===== config.mk =====
export PLATFORM = sky130hd
export DESIGN_NAME = pipeline_schedule_order_compare_unit
export DESIGN_NICKNAME = d
export VERILOG_FILES = /design/src/rtl/psoc_pkg.sv /design/src/rtl/psoc_regs.sv /design/src/rtl/psoc_div_step.sv /design/src/rtl/psoc_decide.sv /design/src/rtl/pipeline_schedule_order_compare_unit.sv
export SDC_FILE = /design/constraint.sdc
export NUM_CORES = 1
export LEC_CHECK = 0
export ABC_AREA = 1
export BUFFER_PORTS_ARGS = -buffer_cell sky130_fd_sc_hd__clkbuf_2
export CORE_MARGIN = 5
export CORE_UTILIZATION = 50
export DETAILED_ROUTE_END_ITERATION = 8
export GPL_TIMING_DRIVEN = 0
export PLACE_DENSITY = 0.77
export SLEW_MARGIN = 20
export SYNTH_ARGS = -nofsm -noshare
export SYNTH_HDL_FRONTEND = slang
export SYNTH_SLANG_ARGS = --single-unit

===== constraint.sdc =====
create_clock -name clk_i -period 6.7 [get_ports clk_i]
set_input_delay 0.335 -clock clk_i [delete_from_list [all_inputs] [get_ports clk_i]]
set_output_delay 0.335 -clock clk_i [all_outputs]
set_load 0.01 [all_outputs]

===== src/rtl/psoc_pkg.sv =====
// Shared types and constants for the pipeline schedule order comparator.
`timescale 1ns / 1ps

package psoc_pkg;

  // Field widths.
  localparam int MESH_IDX_W    = 6;
  localparam int MESH_CNT_W    = 7;
  localparam int CALL_W        = 12;
  localparam int STAGE_W       = 8;
  localparam int MODE_W        = 4;

  // Divider: remainder stays below the mesh count (at most 64).
  localparam int REM_W         = MESH_CNT_W - 1;
  localparam int DIV_STEP_BITS = 4;

  // ZB-H2 eagerness values lie within +/-253.
  localparam int EAGER_W       = 10;

  localparam logic [MESH_CNT_W-1:0] MAX_MESHES = 7'd64;

  // Register map, index taken from paddr[2].
  localparam logic REG_SCHEDULE_MODE = 1'b0;
  localparam logic REG_MESH_COUNT    = 1'b1;

  typedef enum logic [MODE_W-1:0] {
    MODE_NONE            = 4'd0,
    MODE_ONE_F_ONE_B     = 4'd1,
    MODE_GPIPE           = 4'd2,
    MODE_CIRCULAR        = 4'd3,
    MODE_CIRCULAR_REV    = 4'd4,
    MODE_GPIPE_LAST_1F1B = 4'd5,
    MODE_ZB_H1           = 4'd6,
    MODE_ZB_H2_NONE      = 4'd7,
    MODE_ZB_H2_HALF      = 4'd8,
    MODE_ZB_H2_FULL      = 4'd9,
    MODE_WRAPAROUND      = 4'd10
  } mode_e;

  typedef struct packed {
    mode_e                 mode;
    logic [MESH_CNT_W-1:0] nm;    // mesh count clamped to 1..MAX_MESHES
  } cfg_t;

  typedef struct packed {
    logic [MESH_IDX_W-1:0] mesh_id;
    logic [MESH_CNT_W-1:0] mesh_name_number;
    logic [CALL_W-1:0]     first_call;
    logic                  first_backward;
    logic                  first_wgrad;
    logic [STAGE_W-1:0]    first_stage;
    logic [CALL_W-1:0]     second_call;
    logic                  second_backward;
    logic                  second_wgrad;
    logic [STAGE_W-1:0]    second_stage;
    logic                  stages_present;
  } item_t;

  typedef struct packed {
    item_t                     item;
    logic [REM_W-1:0]          rem1;
    logic [REM_W-1:0]          rem2;
    logic [CALL_W-1:0]         quo1;
    logic [CALL_W-1:0]         quo2;
    logic signed [EAGER_W-1:0] eager;   // init(m)
    logic signed [EAGER_W-1:0] ceager;  // init(M-m-1)
  } pipe_t;

endpackage


===== src/rtl/psoc_regs.sv =====
// APB-style configuration registers: schedule mode and mesh count.
`timescale 1ns / 1ps

module psoc_regs (
  input  logic                    clk_i,
  input  logic                    rst_ni,
  input  logic                    psel,
  input  logic                    penable,
  input  logic                    pwrite,
  input  logic [2:0]              paddr,
  input  logic [31:0]             pwdata,
  output logic [31:0]             prdata,
  output logic                    pready,
  output psoc_pkg::cfg_t          cfg_o
);
  import psoc_pkg::*;

  logic [MODE_W-1:0]     mode_q;
  logic [MESH_CNT_W-1:0] count_q;
  logic                  wr_en;

  assign pready = 1'b1;
  assign wr_en  = psel & penable & pwrite & pready;

  always_ff @(posedge clk_i or negedge rst_ni) begin
    if (!rst_ni) begin
      mode_q  <= MODE_W'(MODE_NONE);
      count_q <= MESH_CNT_W'(1);
    end else if (wr_en) begin
      unique case (paddr[2])
        REG_SCHEDULE_MODE: mode_q  <= pwdata[MODE_W-1:0];
        REG_MESH_COUNT:    count_q <= pwdata[MESH_CNT_W-1:0];
        default: ;
      endcase
    end
  end

  always_comb begin
    prdata = '0;
    unique case (paddr[2])
      REG_SCHEDULE_MODE: prdata = 32'(mode_q);
      REG_MESH_COUNT:    prdata = 32'(count_q);
      default: ;
    endcase
  end

  // Clamp the mesh count once here; all users see 1..MAX_MESHES.
  always_comb begin
    cfg_o.mode = mode_e'(mode_q);
    if (count_q == '0) begin
      cfg_o.nm = MESH_CNT_W'(1);
    end else if (count_q > MAX_MESHES) begin
      cfg_o.nm = MAX_MESHES;
    end else begin
      cfg_o.nm = count_q;
    end
  end

endmodule


===== src/rtl/psoc_div_step.sv =====
// Restoring division slice: four quotient bits of microbatch / mesh count.
`timescale 1ns / 1ps

module psoc_div_step (
  input  logic [psoc_pkg::REM_W-1:0]         rem_i,
  input  logic [psoc_pkg::DIV_STEP_BITS-1:0] bits_i,
  input  logic [psoc_pkg::MESH_CNT_W-1:0]    div_i,
  output logic [psoc_pkg::REM_W-1:0]         rem_o,
  output logic [psoc_pkg::DIV_STEP_BITS-1:0] quo_o
);
  import psoc_pkg::*;

  logic [REM_W:0]   acc;
  logic [REM_W-1:0] r;

  always_comb begin
    r     = rem_i;
    acc   = '0;
    quo_o = '0;
    for (int i = DIV_STEP_BITS - 1; i >= 0; i--) begin
      acc = {r, bits_i[i]};
      if (acc >= div_i) begin
        acc      = acc - div_i;
        quo_o[i] = 1'b1;
      end
      r = acc[REM_W-1:0];
    end
    rem_o = r;
  end

endmodule


===== src/rtl/psoc_decide.sv =====
// Final stage: per-schedule precedence rules, mode select and result register.
`timescale 1ns / 1ps

module psoc_decide (
  input  logic            clk_i,
  input  logic            rst_ni,
  input  psoc_pkg::cfg_t  cfg_i,
  input  logic            valid_i,
  input  psoc_pkg::pipe_t stage_i,
  output logic            valid_o,
  output logic            prec_o,
  output logic            bad_o
);
  import psoc_pkg::*;

  localparam int SUM_W = CALL_W + 1;
  localparam int SW    = CALL_W + 2;

  logic [CALL_W-1:0]     c1, c2, piv;
  logic [MESH_IDX_W-1:0] m;
  logic [STAGE_W-1:0]    s1, s2;
  logic                  t1, t2, w1, w2;
  logic [MESH_CNT_W-1:0] nm;

  logic                  bf_hit, fb_hit, c_lt;
  logic                  one_f, gp, h1, h2, circ, wrap_prec, wrap_bad;
  logic                  lt_a, gt_a, lt_sw;
  logic signed [SW-1:0]  c1s, c2s, d12, d21, es, ces;
  logic                  prec_d, bad_d, valid_q, prec_q, bad_q;

  assign c1  = stage_i.item.first_call;
  assign c2  = stage_i.item.second_call;
  assign t1  = stage_i.item.first_backward;
  assign t2  = stage_i.item.second_backward;
  assign w1  = stage_i.item.first_wgrad;
  assign w2  = stage_i.item.second_wgrad;
  assign s1  = stage_i.item.first_stage;
  assign s2  = stage_i.item.second_stage;
  assign m   = stage_i.item.mesh_id;
  assign piv = CALL_W'(stage_i.item.mesh_name_number);
  assign nm  = cfg_i.nm;

  // 1F1B steady-state pairing, rearranged to avoid negative terms.
  assign bf_hit = (SUM_W'(c1) + SUM_W'(nm)) == (SUM_W'(c2) + SUM_W'(m));
  assign fb_hit = (SUM_W'(c1) + SUM_W'(m) + SUM_W'(1)) == (SUM_W'(c2) + SUM_W'(nm));
  assign c_lt   = c1 < c2;

  always_comb begin
    if (t1 && !t2)      one_f = bf_hit;
    else if (!t1 && t2) one_f = fb_hit;
    else                one_f = c_lt;
  end

  assign gp = (t1 == t2) ? c_lt : (!t1 && t2);

  // ZB-H1: ordered rule list, first match wins.
  always_comb begin
    if (t1 && !w1 && !t2)
      h1 = bf_hit;
    else if (!t1 && t2 && !w2)
      h1 = fb_hit;
    else if (t1 && (w1 || m == '0) && !t2)
      h1 = SUM_W'(c2) == (SUM_W'(c1) + SUM_W'(nm));
    else if (t1 && !w1 && t2 && w2)
      h1 = SUM_W'(c1) == (SUM_W'(c2) + SUM_W'(m));
    else if (t1 && w1 && t2 && !w2)
      h1 = SUM_W'(c2) == (SUM_W'(c1) + SUM_W'(m) + SUM_W'(1));
    else
      h1 = 1'b0;
  end

  // ZB-H2 with eagerness values from the first stage.
  assign c1s = signed'(SW'(c1));
  assign c2s = signed'(SW'(c2));
  assign d12 = c1s - c2s;
  assign d21 = c2s - c1s;
  assign es  = SW'(stage_i.eager);
  assign ces = SW'(stage_i.ceager);

  always_comb begin
    if (!t1 && t2 && (c1s < es))
      h2 = 1'b1;
    else if (t1 && !w1 && !t2 && (c2s >= es))
      h2 = d21 == es;
    else if (!t1 && (c1s >= es) && t2 && !w2)
      h2 = d12 == (es - SW'(1));
    else if (t1 && !w1 && t2 && w2)
      h2 = d12 == (ces - SW'(1));
    else if (t1 && w1 && t2 && !w2)
      h2 = d21 == ces;
    else
      h2 = 1'b0;
  end

  // Circular: lexicographic on (round, stage, microbatch).
  always_comb begin
    lt_a  = (stage_i.quo1 < stage_i.quo2) ||
            ((stage_i.quo1 == stage_i.quo2) && ((s1 < s2) || ((s1 == s2) && c_lt)));
    gt_a  = (stage_i.quo1 > stage_i.quo2) ||
            ((stage_i.quo1 == stage_i.quo2) && ((s1 > s2) || ((s1 == s2) && (c1 > c2))));
    lt_sw = (stage_i.quo1 < stage_i.quo2) ||
            ((stage_i.quo1 == stage_i.quo2) && ((s2 < s1) || ((s1 == s2) && c_lt)));
    if (t1 != t2)
      circ = !t1 && t2;
    else if (!t1)
      circ = lt_a;
    else if (cfg_i.mode == MODE_CIRCULAR_REV)
      circ = gt_a;
    else
      circ = lt_sw;
  end

  // Wrap-around: pivot microbatch first, then descending on each side.
  assign wrap_bad = t1 || t2 || (c1 == c2);
  always_comb begin
    if ((c1 == piv) || (c2 == piv))
      wrap_prec = c1 == piv;
    else if (((c1 > piv) && (c2 > piv)) || ((c1 < piv) && (c2 < piv)))
      wrap_prec = c1 > c2;
    else
      wrap_prec = c_lt;
  end

  always_comb begin
    prec_d = 1'b0;
    bad_d  = 1'b0;
    unique case (cfg_i.mode)
      MODE_NONE:        ;
      MODE_ONE_F_ONE_B: prec_d = one_f;
      MODE_GPIPE:       prec_d = gp;
      MODE_CIRCULAR, MODE_CIRCULAR_REV: begin
        if (!stage_i.item.stages_present) bad_d  = 1'b1;
        else                              prec_d = circ;
      end
      MODE_GPIPE_LAST_1F1B: begin
        prec_d = ((MESH_CNT_W'(m) + MESH_CNT_W'(1)) == nm) ? one_f : gp;
      end
      MODE_ZB_H1:       prec_d = h1;
      MODE_ZB_H2_NONE, MODE_ZB_H2_HALF, MODE_ZB_H2_FULL: prec_d = h2;
      MODE_WRAPAROUND: begin
        if (wrap_bad) bad_d  = 1'b1;
        else          prec_d = wrap_prec;
      end
      default: ;
    endcase
  end

  always_ff @(posedge clk_i or negedge rst_ni) begin
    if (!rst_ni) begin
      valid_q <= 1'b0;
    end else begin
      valid_q <= valid_i;
    end
  end

  always_ff @(posedge clk_i) begin
    if (valid_i) begin
      prec_q <= prec_d;
      bad_q  <= bad_d;
    end
  end

  assign valid_o = valid_q;
  assign prec_o  = prec_q;
  assign bad_o   = bad_q;

endmodule


===== src/rtl/pipeline_schedule_order_compare_unit.sv =====
// Top level of the pipeline schedule order comparator.
`timescale 1ns / 1ps

// Decides whether a first pipeline work unit must run before a second one
// on the same mesh, under the schedule held in the mode register.
//
// Channels:
//   request: start with the unit fields; taken at every edge with start high.
//            busy is tied low, so a new request may enter every cycle.
//   result:  result_valid_o pulses one cycle with must_precede_o and
//            invalid_request_o; results come out in request order.
//   config:  APB-style, schedule_mode at 0x0, mesh_count at 0x4; write only
//            while no request is in flight. pready is always high.
// Path: input register, divider stages, then the result register.
// Throughput: one request per cycle, set by the pipeline itself.
// Stages: input register, three divider stages that each resolve four
// quotient bits of microbatch / mesh count (circular round number, ZB-H2
// eagerness is formed in the first), and the rule/select stage with the
// result register.
// Reset: clears all stage valid bits and sets mode none, mesh count 1.
// The receiver cannot stall, so the pipeline never holds.

module pipeline_schedule_order_compare_unit (
  input  logic        clk_i,
  input  logic        rst_ni,
  input  logic        psel,
  input  logic        penable,
  input  logic        pwrite,
  input  logic [2:0]  paddr,
  input  logic [31:0] pwdata,
  output logic [31:0] prdata,
  output logic        pready,
  input  logic        start,
  output logic        busy,
  input  logic [5:0]  mesh_id_i,
  input  logic [6:0]  mesh_name_number_i,
  input  logic [11:0] first_call_i,
  input  logic        first_backward_i,
  input  logic        first_wgrad_i,
  input  logic [7:0]  first_stage_i,
  input  logic [11:0] second_call_i,
  input  logic        second_backward_i,
  input  logic        second_wgrad_i,
  input  logic [7:0]  second_stage_i,
  input  logic        stages_present_i,
  output logic        result_valid_o,
  output logic        must_precede_o,
  output logic        invalid_request_o
);
  import psoc_pkg::*;

  localparam int DivStages = CALL_W / DIV_STEP_BITS;

  cfg_t                      cfg;
  pipe_t                     in_pipe;
  pipe_t                     pipe_q [DivStages+1];
  pipe_t                     pipe_d [DivStages];
  logic [DivStages:0]        vld_q;
  logic                      accept;

  logic signed [EAGER_W-1:0] dx, mm, k_dx, k_m, eager0, ceager0;
  logic [1:0]                k;

  psoc_regs u_regs (
    .clk_i   (clk_i),
    .rst_ni  (rst_ni),
    .psel    (psel),
    .penable (penable),
    .pwrite  (pwrite),
    .paddr   (paddr),
    .pwdata  (pwdata),
    .prdata  (prdata),
    .pready  (pready),
    .cfg_o   (cfg)
  );

  assign busy   = 1'b0;
  assign accept = start && !busy;

  always_comb begin
    in_pipe                       = '0;
    in_pipe.item.mesh_id          = mesh_id_i;
    in_pipe.item.mesh_name_number = mesh_name_number_i;
    in_pipe.item.first_call       = first_call_i;
    in_pipe.item.first_backward   = first_backward_i;
    in_pipe.item.first_wgrad      = first_wgrad_i;
    in_pipe.item.first_stage      = first_stage_i;
    in_pipe.item.second_call      = second_call_i;
    in_pipe.item.second_backward  = second_backward_i;
    in_pipe.item.second_wgrad     = second_wgrad_i;
    in_pipe.item.second_stage     = second_stage_i;
    in_pipe.item.stages_present   = stages_present_i;
  end

  // ZB-H2 eagerness: init(x) = 2(M-x)-1 + k(M-x-1), k = latency multiplier.
  // For the complement x = M-m-1, so M-x = m+1.
  always_comb begin
    case (cfg.mode)
      MODE_ZB_H2_HALF: k = 2'd1;
      MODE_ZB_H2_FULL: k = 2'd2;
      default:         k = 2'd0;
    endcase
    dx = signed'(EAGER_W'(cfg.nm)) - signed'(EAGER_W'(pipe_q[0].item.mesh_id));
    mm = signed'(EAGER_W'(pipe_q[0].item.mesh_id));
    case (k)
      2'd1:    begin k_dx = dx - EAGER_W'(1);         k_m = mm;       end
      2'd2:    begin k_dx = (dx - EAGER_W'(1)) <<< 1; k_m = mm <<< 1; end
      default: begin k_dx = '0;                       k_m = '0;       end
    endcase
    eager0  = (dx <<< 1) - EAGER_W'(1) + k_dx;
    ceager0 = (mm <<< 1) + EAGER_W'(1) + k_m;
  end

  for (genvar g = 0; g < DivStages; g++) begin : g_div
    localparam int Hi = CALL_W - 1 - DIV_STEP_BITS * g;

    logic [REM_W-1:0]         rem1, rem2;
    logic [DIV_STEP_BITS-1:0] quo1, quo2;

    psoc_div_step u_div_first (
      .rem_i  (pipe_q[g].rem1),
      .bits_i (pipe_q[g].item.first_call[Hi -: DIV_STEP_BITS]),
      .div_i  (cfg.nm),
      .rem_o  (rem1),
      .quo_o  (quo1)
    );

    psoc_div_step u_div_second (
      .rem_i  (pipe_q[g].rem2),
      .bits_i (pipe_q[g].item.second_call[Hi -: DIV_STEP_BITS]),
      .div_i  (cfg.nm),
      .rem_o  (rem2),
      .quo_o  (quo2)
    );

    always_comb begin
      pipe_d[g]                            = pipe_q[g];
      pipe_d[g].rem1                       = rem1;
      pipe_d[g].rem2                       = rem2;
      pipe_d[g].quo1[Hi -: DIV_STEP_BITS]  = quo1;
      pipe_d[g].quo2[Hi -: DIV_STEP_BITS]  = quo2;
      if (g == 0) begin
        pipe_d[g].eager  = eager0;
        pipe_d[g].ceager = ceager0;
      end
    end

    always_ff @(posedge clk_i) begin
      if (vld_q[g]) begin
        pipe_q[g+1] <= pipe_d[g];
      end
    end
  end

  always_ff @(posedge clk_i) begin
    if (accept) begin
      pipe_q[0] <= in_pipe;
    end
  end

  always_ff @(posedge clk_i or negedge rst_ni) begin
    if (!rst_ni) begin
      vld_q <= '0;
    end else begin
      vld_q <= {vld_q[DivStages-1:0], accept};
    end
  end

  psoc_decide u_decide (
    .clk_i   (clk_i),
    .rst_ni  (rst_ni),
    .cfg_i   (cfg),
    .valid_i (vld_q[DivStages]),
    .stage_i (pipe_q[DivStages]),
    .valid_o (result_valid_o),
    .prec_o  (must_precede_o),
    .bad_o   (invalid_request_o)
  );

endmodule


Word level (Yosys, flattened, before mapping)
Memories as Yosys holds them, arrays and structs flattened.
Cells that the tools add are included.
Storage, ports and cells
  output and inout port bits: 37
  input bits: 99
  memory bits (read-only): 0
  memories: 1
  register bits after elaboration: 18
  bits in latches: 0
  bits in writable memories: 456
Operators by class
  add/subtract/negate cells: 40
  div/mod/pow operators: 0
  mux-type cells: 87
  multiply operators: 0
  equal/unequal tests: 29
  bitwise logic cells: 3
  magnitude comparators: 39
  shifts and indexed selects: 0
  reduce and logical (&&, ||, !) cells: 45
Memories
  pipe_q: depth 4, width 114, rd ports 4, clocked after memory_dff 0, wr ports 4, RTL line pipeline_schedule_order_compare_unit.sv:56  | pipe_t pipe_q [DivStages+1];
Operators by type and width (count)
  greater-or-equal comparator 7 bit: 24
  2-to-1 mux 6 bit: 24
  subtractor 6 bit: 24
  case mux 32 bit (2 select lines): 1
  2-to-1 mux 1 bit: 55
  == test 12 x 13 -> 1 bit: 3
  == test 14 bit: 2
  adder 12 x 6 -> 13 bit: 2
  adder 12 x 7 -> 13 bit: 2
  == test 13 x 10 -> 1 bit: 2
  == test 13 bit: 2
  greater-or-equal comparator 13 x 10 -> 1 bit: 2
  subtractor 12 x 12 -> 13 bit: 2
  == test 12 bit: 2
  == test 12 x 7 -> 1 bit: 2
  > comparator 12 bit: 2
  > comparator 12 x 7 -> 1 bit: 2
  logical AND 1 bit: 24
  < comparator 12 bit: 2
  < comparator 12 x 7 -> 1 bit: 2
  subtractor 10 x 2 -> 11 bit (second input constant): 2
  case mux 10 bit (2 select lines): 1
  == test 4 x 3 -> 1 bit (second input constant): 4
  < comparator 8 bit: 2
  34 further kinds: 53

Depth between registers and ports, before layout
  depth after elaboration: 11
  depth in mapped cells: 46

By module
Synthesis repeated with hierarchy kept, for this count alone.
Unflattened totals
  cell total of the unflattened synthesis: 3630
  area total of the unflattened synthesis: 30339.1 sq um
By module, submodules not included
  pipeline_schedule_order_compare_unit: instances 1, area an instance 12757.2 sq um, sequential area each 11210.8 sq um, cells each 631
  psoc_decide: instances 1, area an instance 7947.6 sq um, sequential area each 85.1 sq um, cells each 1507
  psoc_div_step at g_div[1].u_div_first ...: instances 3, area an instance 1466.4 sq um, sequential area each 0.0 sq um, cells each 228
  psoc_div_step at g_div[0].u_div_first ...: instances 2, area an instance 1450.1 sq um, sequential area each 0.0 sq um, cells each 228
  psoc_div_step at g_div[2].u_div_second: instances 1, area an instance 1521.5 sq um, sequential area each 0.0 sq um, cells each 240
  psoc_regs: instances 1, area an instance 813.3 sq um, sequential area each 276.5 sq um, cells each 112

Worst setup path before layout
Ideal clock, no wire load.
  path type: register -> register
  from: register u_regs.count_q[1]
  to: memory pipe_q[1][53] (netlist bit) (data pin)
  slack: -190 ps
  clock period less this slack: 6890 ps
  arrival: 6630 ps
  stages on the path, launching flop included: 44
  cell sequence: dfrtp_1 > nor4_1 > nand2_1 > inv_1 > o21a_1 > ha_1 > inv_1 > ha_1 > nand2_2 > inv_1 > ha_1 > a21oi_1 > o21ai_2 > a21oi_2 > o21bai_2 > nand2_1 > nand2_1 > a21o_1 > [8 not listed] > a21oi_1 > o21ai_0 > a21oi_1 > buf_4 > nand2_1 > o21ai_1 > ha_1 > a21oi_1 > nand2_1 > nand2_1 > nand2_1 > a21oi_1 > o21ai_0 > a21oi_1 > inv_1 > a21oi_1 > clkbuf_8 > o21ai_0
RTL lines
  start, declared: RTL line psoc_regs.sv:19  | logic [MESH_CNT_W-1:0] count_q;
  start signal, assigned: RTL line psoc_regs.sv:32  | REG_MESH_COUNT: count_q <= pwdata[MESH_CNT_W-1:0];
  end, declared: RTL line pipeline_schedule_order_compare_unit.sv:56

==> metrics.cfg <==
[global_routing]
globalRouteOverflowTotal=0
grt_pass1_vias=21400
track_usage_pct=23.4
grt_pass1_wl_mm=112
grtUsageMet1_pct=31.2
grt_max_degree=57
grt.busiest_layer=met2
met2_usage_pct=39.5
antenna_found_initial=2
met3_usage_pct=2.88

[sta]
max_clock_freq_ghz=0.146
rsz0062_at_grt=yes
holdWs_ns=0.0244
relSlewSlack_pct=51.7
setup_viol=18
worst-slew-pin-transition_ns=0.725
fin_ws_ns=-0.137
skew_ns=0.0175
finalMaxSlewViolations=0
layout_min_cycle_time_ns=6.84
hold_violations=0
finalCritPeriodShare_pct=102

[route]
routed_wl_mm=80.4
ant_nets=0
drtIter0Drc=2383
vias_per_cell=5.70
wl_per_cell_um=19.4
drcViolationCount=0
first_pass_iters=8
vias=23700

[yosys]
async_flop_share_pct=4.26
syn_inst=3073
ys_warn_count=0
synth_cell_types=63
yosysMostFrequentCell=nand2_1
yosys-top-cells-count=nand2_1 (733), inv_1 (430), edfxtp_1 (360)
ys_ff_latch=376
ys_seq_area_share_pct=41.2
avgSynthCellArea_um2=8.86
synth_edf_count=360
synth_top_area_share_pct=39.7
synth_area_leader_cell=edfxtp_1
ys.flop_type=edfxtp_1
syn_area_um2=27200
synth_area_leaders=edfxtp_1 (40%), ha_1 (14%), nand2_1 (10%)

[critical_path]
crit_slowest_cell=dfrtp_2
critical_path_required_ns=7.00
cp.arrival_ns=7.14
critPathMaxStageDelay_ns=0.41
cp_max_fo=7
cp-start-kind=register
path_class=register to register
cpMostUsedCell=nand2_1
critical_path.endpoint_type=register
reg2regPathDepth=43

[cells_and_area]
drive_gt1_share_pct=19.0
multi_input_area_um2=15300
seq_area_um2=11200
area_delta_synth_final_pct=21.8
final_area_um2=33200
layout.nets=3859
fill_cells=3972
utilization_pct=61.5

[placed_design]
globalplace.congestion=0.957
hpwl_mm=49.1
placed_cell_area_um2=28800
port_buffers=81
pre_cts_ws_ns=-1.58

[hold_path]
whs_path_depth=2
hp-class=input port to register

[clocking]
cts_buffers=38
clock-root-buffer=clkbuf_16
cts_max_level=2
cts_buffer_depth=3
clk_pin_slew_worst_paths_ns=0.07
cts.sinks=376
insertion_delay_ns=0.55
cts_tree=built

[die]
initial_core_util_pct=50.5
dieArea_um2=59300
ios=136
die_w_um=243
die_h_um=243
core_um2=53900
rows=85

[run]
max_cap_violations=0

[run_status]
violations=setup timing
status=finished with violations

## final cells by class
| class | count | share of cell area [%] |
|---|---|---|
| antenna | 1 | 0.00754 |
| buffer | 56 | 1.44 |
| clock buffer | 47 | 3.09 |
| clock inverter | 23 | 0.682 |
| inverter | 442 | 5.19 |
| multi-input combinational | 2228 | 46.0 |
| sequential | 376 | 33.8 |
| tap | 696 | 2.62 |
| timing repair buffer | 281 | 7.04 |
| timing repair inverter | 2 | 0.0528 |
## worst max-delay path: cells and delay by family, from the launching register on
family,cells,cell delay [ns]
compound gates,15,2.31
simple gates,14,1.61
buf+inv,10,1.28
fa+ha+maj,4,0.92
flops,1,0.41
## what timing repair did
| action | CTS | global route |
|---|---|---|
| gates resized for setup | 91 | 209 |
| gates cloned | 6 | 8 |
| hold buffers | 58 | 0 |
| setup buffers | 42 | 87 |
| hold endpoints to repair | 72 | 0 |
| setup endpoints to repair | 31 | 30 |
| pin swaps | 20 | 113 |
## worst paths after layout
check	start	to	slack (ns)
setup / recovery	u_regs.count_q[1]	pipe_q[2][45]	-0.14
hold / removal	pwdata[5]	u_regs.count_q[5]	0.02
setup reg to reg	u_regs.count_q[1]	pipe_q[2][45]	-0.14
hold reg to reg	pipe_q[2][107]	pipe_q[3][107]	0.41
max in group asynchronous	rst_ni	vld_q[2]	5.89
min in group asynchronous	rst_ni	u_regs.mode_q[1]	0.35
## sequential cells by signal (all words and copies together), names as in the netlist
name and count:
u_decide.bad_o 1, u_regs.mode_q 4, u_decide.prec_o 1, vld_q 4, pipe_q 358, u_regs.count_q 7, u_decide.valid_o 1
## cell families after synthesis
logic type / Yosys count / share of synthesized area [%]
compound gates: 412 / 9.23
fa+ha+maj: 335 / 16.2
mux: 1 / 0.0413
other cells: 2 / 0.0276
xor+xnor: 156 / 5.02
simple gates: 1293 / 20.7
flops: 376 / 41.2
buf+inv: 498 / 7.60
## layout by cell type, fill, tap and decap left out, types with 12 or more instances in the layout
master,n
a21oi_1,120
nor2_1,178
clkbuf_2,80
xor2_1,93
ha_4,42
a21oi_2,35
conb_1,27
o21ai_0,80
ha_1,260
o21ai_2,46
nor3_1,24
inv_2,21
o21ai_1,29
o21ai_4,14
nand2_2,38
edfxtp_1,360
buf_4,153
dlygate4sd3_1,58
fa_1,28
xnor2_1,63
nor2_2,14
o21bai_1,14
nand3_1,179
o21a_1,12
nand4_1,72
nand2_1,716
buf_6,15
clkbuf_16,41
inv_1,409
nand3_2,16
## layer usage
layer / routed length, µm / up-vias
li1: - / 11000
met1: 30400 / 10800
met2: 37700 / 1421
met3: 7560 / 390
met4: 4840 / 0
met5: 0 / -
## per-stage QoR
stage / TNS [ns] / std cells
after floorplan: -0.0179 / 3098
after global routing: -8.91 / 4151
after global placement: -41.13 / 3875
final: -1.11 / 4152
after detailed placement: -41.23 / 3880
after CTS: 0 / 4056
Power is left out: the tool's default activity adds up to more than one toggle a clock period on the data nets, which glitch-free logic cannot reach.
